<file path="config.mk">
export PLATFORM = sky130hd
export DESIGN_NAME = sorted_insertion_priority_queue
export DESIGN_NICKNAME = d
export VERILOG_FILES = /design/src/spq_pkg.sv /design/src/spq_cell.sv /design/src/sorted_insertion_priority_queue.sv
export SDC_FILE = /design/constraint.sdc
export NUM_CORES = 2
export LEC_CHECK = 0
export BUFFER_PORTS_ARGS = -buffer_cell sky130_fd_sc_hd__buf_4
export CORE_ASPECT_RATIO = 1.1
export CORE_MARGIN = 5
export CORE_UTILIZATION = 36
export DETAILED_ROUTE_END_ITERATION = 7
export SYNTH_ARGS = -nofsm -noshare
export SYNTH_HDL_FRONTEND = slang
export SYNTH_SLANG_ARGS = --single-unit
</file>
<file path="constraint.sdc">
create_clock -name clock -period 9.1 [get_ports clock]
set_clock_uncertainty 0.1 [all_clocks]
set_input_delay 1.82 -clock clock [delete_from_list [all_inputs] [get_ports clock]]
set_output_delay 1.82 -clock clock [all_outputs]
set_load 0.02 [all_outputs]
</file>
<file path="src/spq_pkg.sv">
// Package for the sorted priority queue: sizes, codes and the types shared by the cells.
package spq_pkg;

   localparam int unsigned DEPTH  = 16;
   localparam int unsigned CNT_W  = $clog2(DEPTH + 1);
   localparam int unsigned OCC_W  = 5;
   localparam int unsigned WORD_W = 32;

   typedef enum logic [1:0] {
      FUNC_PUSH = 2'd0,
      FUNC_POP  = 2'd1,
      FUNC_DEL  = 2'd2,
      FUNC_NOP  = 2'd3
   } func_type;

   typedef enum logic [1:0] {
      ST_OK       = 2'd0,
      ST_FULL     = 2'd1,
      ST_EMPTY    = 2'd2,
      ST_NOTFOUND = 2'd3
   } status_type;

   // Per-cycle action broadcast along the row of cells
   typedef enum logic [1:0] {
      OP_HOLD = 2'd0,
      OP_PUSH = 2'd1,
      OP_POP  = 2'd2,
      OP_DEL  = 2'd3
   } op_type;

   typedef struct packed {
      logic                     used;
      logic signed [WORD_W-1:0] value;
      logic signed [WORD_W-1:0] prio;
   } entry_type;

   typedef struct packed {
      op_type                   op;
      logic signed [WORD_W-1:0] value;
      logic signed [WORD_W-1:0] prio;
   } cmd_type;

endpackage

</file>
<file path="src/spq_cell.sv">
// One slot of the sorted queue: holds an entry and trades it with its neighbours.
module spq_cell
   import spq_pkg::*;
(
   input  logic      clock,
   input  logic      reset,
   input  cmd_type   cmd,
   input  logic      left_ins,
   input  entry_type left_entry,
   input  entry_type right_entry,
   output entry_type cur_entry,
   output entry_type next_entry,
   output logic      ins,
   output logic      match
);

   entry_type entry_ff;
   entry_type entry_in;

   // Slots are sorted, so ins is low for a prefix of the row and high after it
   assign ins   = !entry_ff.used || ($signed(entry_ff.prio) >= $signed(cmd.prio));
   assign match = entry_ff.used && (entry_ff.prio == cmd.prio);

   always_comb begin
      entry_in = entry_ff;
      case (cmd.op)
         OP_PUSH: begin
            if (left_ins) begin
               entry_in = left_entry;
            end else if (ins) begin
               entry_in.used  = 1'b1;
               entry_in.value = cmd.value;
               entry_in.prio  = cmd.prio;
            end
         end
         OP_POP: begin
            entry_in = right_entry;
         end
         OP_DEL: begin
            // first match sits where ins turns high; close the gap from there on
            if (ins) begin
               entry_in = right_entry;
            end
         end
         default: begin
            entry_in = entry_ff;
         end
      endcase
   end

   always_ff @(posedge clock) begin
      entry_ff.value <= entry_in.value;
      entry_ff.prio  <= entry_in.prio;
      if (reset) begin
         entry_ff.used <= 1'b0;
      end else begin
         entry_ff.used <= entry_in.used;
      end
   end

   assign cur_entry  = entry_ff;
   assign next_entry = entry_in;

endmodule

</file>
<file path="src/sorted_insertion_priority_queue.sv">
// The result beat for an item is registered and presented in the cycle after the item is accepted.
// One item per cycle while req_tready is high; every cell compares and shifts in the same cycle.
// req_tready stays high while the result register is empty or being taken.
// Reset (synchronous, active high) clears the used bits, the count and the result valid.
// Entry data is not cleared; an unused slot is never shown, so no clearing pass is run.
module sorted_insertion_priority_queue
   import spq_pkg::*;
(
   input  logic        clock,
   input  logic        reset,
   input  logic        req_tvalid,
   output logic        req_tready,
   input  logic [63:0] req_tdata,  // value[31:0], prio[63:32]
   input  logic [1:0]  req_tuser,  // func[1:0]
   output logic        rsp_tvalid,
   input  logic        rsp_tready,
   output logic [71:0] rsp_tdata,  // head_value[31:0], head_prio[63:32], occupancy[68:64], zero
   output logic [2:0]  rsp_tuser   // status[1:0], head_valid[2]
);

   entry_type  cur_entry  [DEPTH];
   entry_type  next_entry [DEPTH];
   logic [DEPTH-1:0] ins_vec;
   logic [DEPTH-1:0] match_vec;
   logic [DEPTH-1:0] used_vec;

   cmd_type    cmd;
   status_type status;
   func_type   func;
   logic       accept;
   logic       found;
   logic       full;
   logic       empty;

   logic [CNT_W-1:0] count_ff;
   logic [CNT_W-1:0] count_in;

   logic                     rsp_valid_ff;
   logic                     rsp_valid_in;
   status_type               rsp_status_ff;
   logic                     rsp_head_valid_ff;
   logic signed [WORD_W-1:0] rsp_head_value_ff;
   logic signed [WORD_W-1:0] rsp_head_prio_ff;
   logic [OCC_W-1:0]         rsp_occ_ff;

   assign req_tready = !rsp_valid_ff || rsp_tready;
   assign accept     = req_tvalid && req_tready;
   assign func       = func_type'(req_tuser);
   assign found      = |match_vec;
   assign full       = (count_ff == CNT_W'(DEPTH));
   assign empty      = (count_ff == '0);

   genvar gi;
   generate
      for (gi = 0; gi < DEPTH; gi++) begin : g_cell
         logic      left_ins;
         entry_type left_entry;
         entry_type right_entry;

         if (gi == 0) begin : g_first
            assign left_ins   = 1'b0;
            assign left_entry = '0;
         end else begin : g_mid
            assign left_ins   = ins_vec[gi-1];
            assign left_entry = cur_entry[gi-1];
         end

         if (gi == DEPTH - 1) begin : g_last
            assign right_entry = '0;
         end else begin : g_inner
            assign right_entry = cur_entry[gi+1];
         end

         spq_cell u_cell (
            .clock       (clock),
            .reset       (reset),
            .cmd         (cmd),
            .left_ins    (left_ins),
            .left_entry  (left_entry),
            .right_entry (right_entry),
            .cur_entry   (cur_entry[gi]),
            .next_entry  (next_entry[gi]),
            .ins         (ins_vec[gi]),
            .match       (match_vec[gi])
         );

         assign used_vec[gi] = cur_entry[gi].used;
      end
   endgenerate

   // Decode the beat into the row command, the status and the new count
   always_comb begin
      cmd.op    = OP_HOLD;
      cmd.value = $signed(req_tdata[31:0]);
      cmd.prio  = $signed(req_tdata[63:32]);
      status    = ST_OK;
      count_in  = count_ff;
      if (accept) begin
         case (func)
            FUNC_PUSH: begin
               if (full) begin
                  status = ST_FULL;
               end else begin
                  cmd.op   = OP_PUSH;
                  count_in = count_ff + 1'b1;
               end
            end
            FUNC_POP: begin
               if (empty) begin
                  status = ST_EMPTY;
               end else begin
                  cmd.op   = OP_POP;
                  count_in = count_ff - 1'b1;
               end
            end
            FUNC_DEL: begin
               if (empty) begin
                  status = ST_EMPTY;
               end else if (!found) begin
                  status = ST_NOTFOUND;
               end else begin
                  cmd.op   = OP_DEL;
                  count_in = count_ff - 1'b1;
               end
            end
            default: begin
               status = ST_OK;
            end
         endcase
      end
   end

   always_comb begin
      rsp_valid_in = rsp_valid_ff;
      if (accept) begin
         rsp_valid_in = 1'b1;
      end else if (rsp_tready) begin
         rsp_valid_in = 1'b0;
      end
   end

   always_ff @(posedge clock) begin
      if (reset) begin
         count_ff     <= '0;
         rsp_valid_ff <= 1'b0;
      end else begin
         count_ff     <= count_in;
         rsp_valid_ff <= rsp_valid_in;
      end
   end

   // Capture the head as it will stand after this beat; zero when the queue drains
   always_ff @(posedge clock) begin
      if (accept) begin
         rsp_status_ff     <= status;
         rsp_head_valid_ff <= next_entry[0].used;
         rsp_head_value_ff <= next_entry[0].used ? next_entry[0].value : '0;
         rsp_head_prio_ff  <= next_entry[0].used ? next_entry[0].prio : '0;
         rsp_occ_ff        <= OCC_W'(count_in);
      end
   end

   assign rsp_tvalid = rsp_valid_ff;
   assign rsp_tdata  = {3'b000, rsp_occ_ff, rsp_head_prio_ff, rsp_head_value_ff};
   assign rsp_tuser  = {rsp_head_valid_ff, rsp_status_ff};

`ifndef SYNTHESIS
   a_count_matches_used: assert property (@(posedge clock) disable iff (reset)
      $countones(used_vec) == 32'(count_ff))
      else $error("count disagrees with used slots");

   a_count_bound: assert property (@(posedge clock) disable iff (reset)
      count_ff <= CNT_W'(DEPTH))
      else $error("count beyond depth");

   a_head_sorted: assert property (@(posedge clock) disable iff (reset)
      used_vec[1] |-> ($signed(cur_entry[0].prio) <= $signed(cur_entry[1].prio)))
      else $error("head out of order");

   a_full_reject: assert property (@(posedge clock) disable iff (reset)
      (accept && func == FUNC_PUSH && full) |=> (rsp_status_ff == ST_FULL && full))
      else $error("push on full queue not rejected");

   a_found_removes: assert property (@(posedge clock) disable iff (reset)
      (accept && func == FUNC_DEL && found) |=> (count_ff == $past(count_ff) - 1'b1))
      else $error("delete by priority did not remove an entry");
`endif

endmodule

</file>
==> run_results.csv <==
group,metric,value,unit
detailed_routing,drc,0,
power,powerDensity,180,nW/um^2
logic_synthesis,yosys_most_used_dff,"edfxtp_1",
global_route,grt_antenna_before_repair,12,
floorplan,die_x,419,um
cells_and_area,nNetsFinal,6800,
logic_synthesis,ys.warnings.count,0,
placement,dpl.hpwl,145,mm
sta,slew_headroom,12.0,%
detailed_routing,drt_iter0_drc,5324,
logic_synthesis,synthTopCellsByArea,"edfxtp_1 (47%), mux2i_1 (13%), ha_1 (9.7%)",
sta,setup_viol,0,
clock_tree,cts_tree,"done",
sta,period_share,78.0,%
floorplan,dieArea,193000,sq um
sta,fin_tns_setup,0,ps
critical_path,required,9470,ps
sta,hold_viol_final,0,
logic_synthesis,seq_area_frac_synth,49.4,%
global_route,grt_pass1_vias,50100,
logic_synthesis,ys_types,72,
floorplan,die-height,460,um
cells_and_area,area_growth,11.8,%
floorplan,io_pins,147,
critical_path,start_kind,"input port",
logic_synthesis,synth.cell_area,66300,sq um
sta,rsz0062_at_grt,"no",
cells_and_area,final_area,74100,sq um
clock_tree,clockBufferDepth,3,
detailed_routing,drtPass1Iterations,7,
logic_synthesis,syn_avg_cell_area,10.5,sq um
clock_tree,post_cts.repair.setup_buffers,0,
sta,clock.fmax,0.141,GHz
clock_tree,cts_made_buffers,117,
logic_synthesis,synth_cells,6288,
logic_synthesis,synth_edf_count,1032,
power,peakVddDrop,0.000167,V
status,status,"finished, final reports clean",
clock_tree,cts-root-buf,"clkbuf_16",
logic_synthesis,yosys-top-cells-count,"edfxtp_1 (1032), nand2_1 (1007), o21ai_0 (892)",
sta,worst_pin_slew,1320,ps
hold_path,hp-class,"reg2reg",
placement,port_buffers,143,
clock_tree,cts_resized,0,
detailed_routing,drt_wl_total,217,mm
floorplan,num_rows,165,
critical_path,worstSetupPathType,"in2reg",
logic_synthesis,async_reset_ff_share,0,%
floorplan,core,184000,sq um
critical_path,reg2regPathDepth,11,
detailed_routing,final_antenna_net_count,0,
clock_tree,cts_max_level,3,
placement,gp_congestion,0.916,
critical_path,critPathArrivalTime,7470,ps
sta,fin_crit,7100,ps
critical_path,cp_max_fo,55,
power,p_leak,26.7,nW
detailed_routing,avgViaCountPerCell,5.81,
detailed_routing,vias,50800,
logic_synthesis,synth_most_common_cell,"edfxtp_1",
global_route,grt_pass1_wl,321,mm
detailed_routing,avgRoutedWirePerCell,24.8,um
critical_path,end_kind,"flop",
clock_tree,insertion_delay,780,ps
job,drv_cap,0,
cells_and_area,drive_gt1_share,7.60,%
floorplan,initial_core_util,36.1,%
placement,place_area,69900,sq um
logic_synthesis,synth-seq-cells,1118,
global_route,grt_max_degree,312,
sta,slew_viol_final,0,
hold_path,whs_path_depth,2,
clock_tree,cts_sinks,1118,
global_route,gr-usage-all-layers,21.7,%
logic_synthesis,yosys.area.top_type,"edfxtp_1",
logic_synthesis,netlist.area_leader.share,46.8,%
clock_tree,hold_buffers,0,
global_route,gr-total-overflow,0,
clock_tree,path_clk_slew,70,ps
## cell families after synthesis
| logic type | Yosys count | share of synthesized area [%] |
|---|---|---|
| compound gates | 1567 | 13.6 |
| xor+xnor | 3 | 0.0396 |
| fa+ha+maj | 514 | 9.70 |
| buf+inv | 551 | 3.37 |
| flops | 1118 | 49.4 |
| mux | 880 | 13.3 |
| other cells | 1 | 0.00566 |
| simple gates | 1654 | 10.6 |
## final cells by class
type	instances	area (sq um)
Antenna cell	10	25.0
Fill cell	17700	109000
Inverter	116	438
Sequential cell	1118	32700
Timing Repair Buffer	242	2040
Multi-Input combinational cell	4621	31600
Clock buffer	140	3090
Clock inverter	82	1150
Tap cell	2421	3030
## worst max-delay path: stages
cell and delay, ps:
buf_4 210, inv_1 420, ha_1 480, nand4_1 410
nor4_1 760, nand4_1 370, o2111ai_2 230, nor4_4 160
nor2_1 290, nand4_1 660, nor2_1 340, or2_4 880
buf_4 370
## flip-flops by register name, summed over array words and instances (netlist names)
name                     count
g_cell.u_cell.cur_entry   1040
rsp_status_ff                2
rsp_tvalid                   1
rsp_head_value_ff           32
rsp_head_prio_ff            32
rsp_head_valid_ff            1
count_ff                     5
rsp_occ_ff                   5
## final timing paths
kind	start	slack, ps	end
setup / recovery	req_tdata[59]	2000	g_cell[5].u_cell.cur_entry[32]
hold / removal	g_cell[0].u_cell.cur_entry[36]	410	g_cell[0].u_cell.cur_entry[36]
setup reg to reg	g_cell[15].u_cell.cur_entry[25]	3340	g_cell[5].u_cell.cur_entry[32]
hold reg to reg	g_cell[0].u_cell.cur_entry[36]	410	g_cell[0].u_cell.cur_entry[36]
## layout by cell type, fill, tap and decap left out, types with 18 or more instances in the layout
master,synthesis,final
edfxtp_1,1032,1032
dfxtp_1,86,86
nor2_1,302,301
bufinv_16,0,26
nor4_1,46,46
nand4_1,134,134
a211oi_1,18,18
a31oi_1,50,46
a21oi_1,222,220
a21o_1,191,191
a222oi_1,49,49
buf_4,5,224
nor3_1,49,48
inv_1,115,114
ha_1,514,514
nand2_1,1007,1005
mux2i_1,872,866
o21ai_0,892,891
clkinv_2,0,23
buf_12,0,18
nor2b_1,25,25
o21a_1,24,23
o21ai_1,38,36
clkbuf_16,0,118
nand3_1,26,25
## metrics by stage
| step | power, mW | hold slack, ps | cells | setup slack, ps | util (%) |
|---|---|---|---|---|---|
| after floorplan | 7.35 | 373 | 6290 | 705 | - |
| after global placement | 7.98 | 390 | 8518 | 1300 | 38.1 |
| after detailed placement | 8.04 | 392 | 8518 | 1290 | 38.1 |
| after CTS | 13.4 | 409 | 8740 | 2110 | 40.4 |
| after global routing | 13.8 | 432 | 8741 | 1790 | 40.4 |
| final | 13.3 | 411 | 8750 | 2000 | 40.4 |
## power by group
group / internal [mW] / switching [mW] / total [mW]
Combinational: 0.633 / 1.12 / 1.75
Clock: 3.16 / 2.23 / 5.39
Sequential: 5.98 / 0.229 / 6.21
## per-layer routing
metal,wire (um),track usage (%),vias to the layer above
li1,-,-,23300
met1,93200,28.9,25300
met2,101000,35.6,1794
met3,14700,3.78,428
met4,8590,7.75,10
met5,64,0,-
Power figures use the tool's default switching activity.
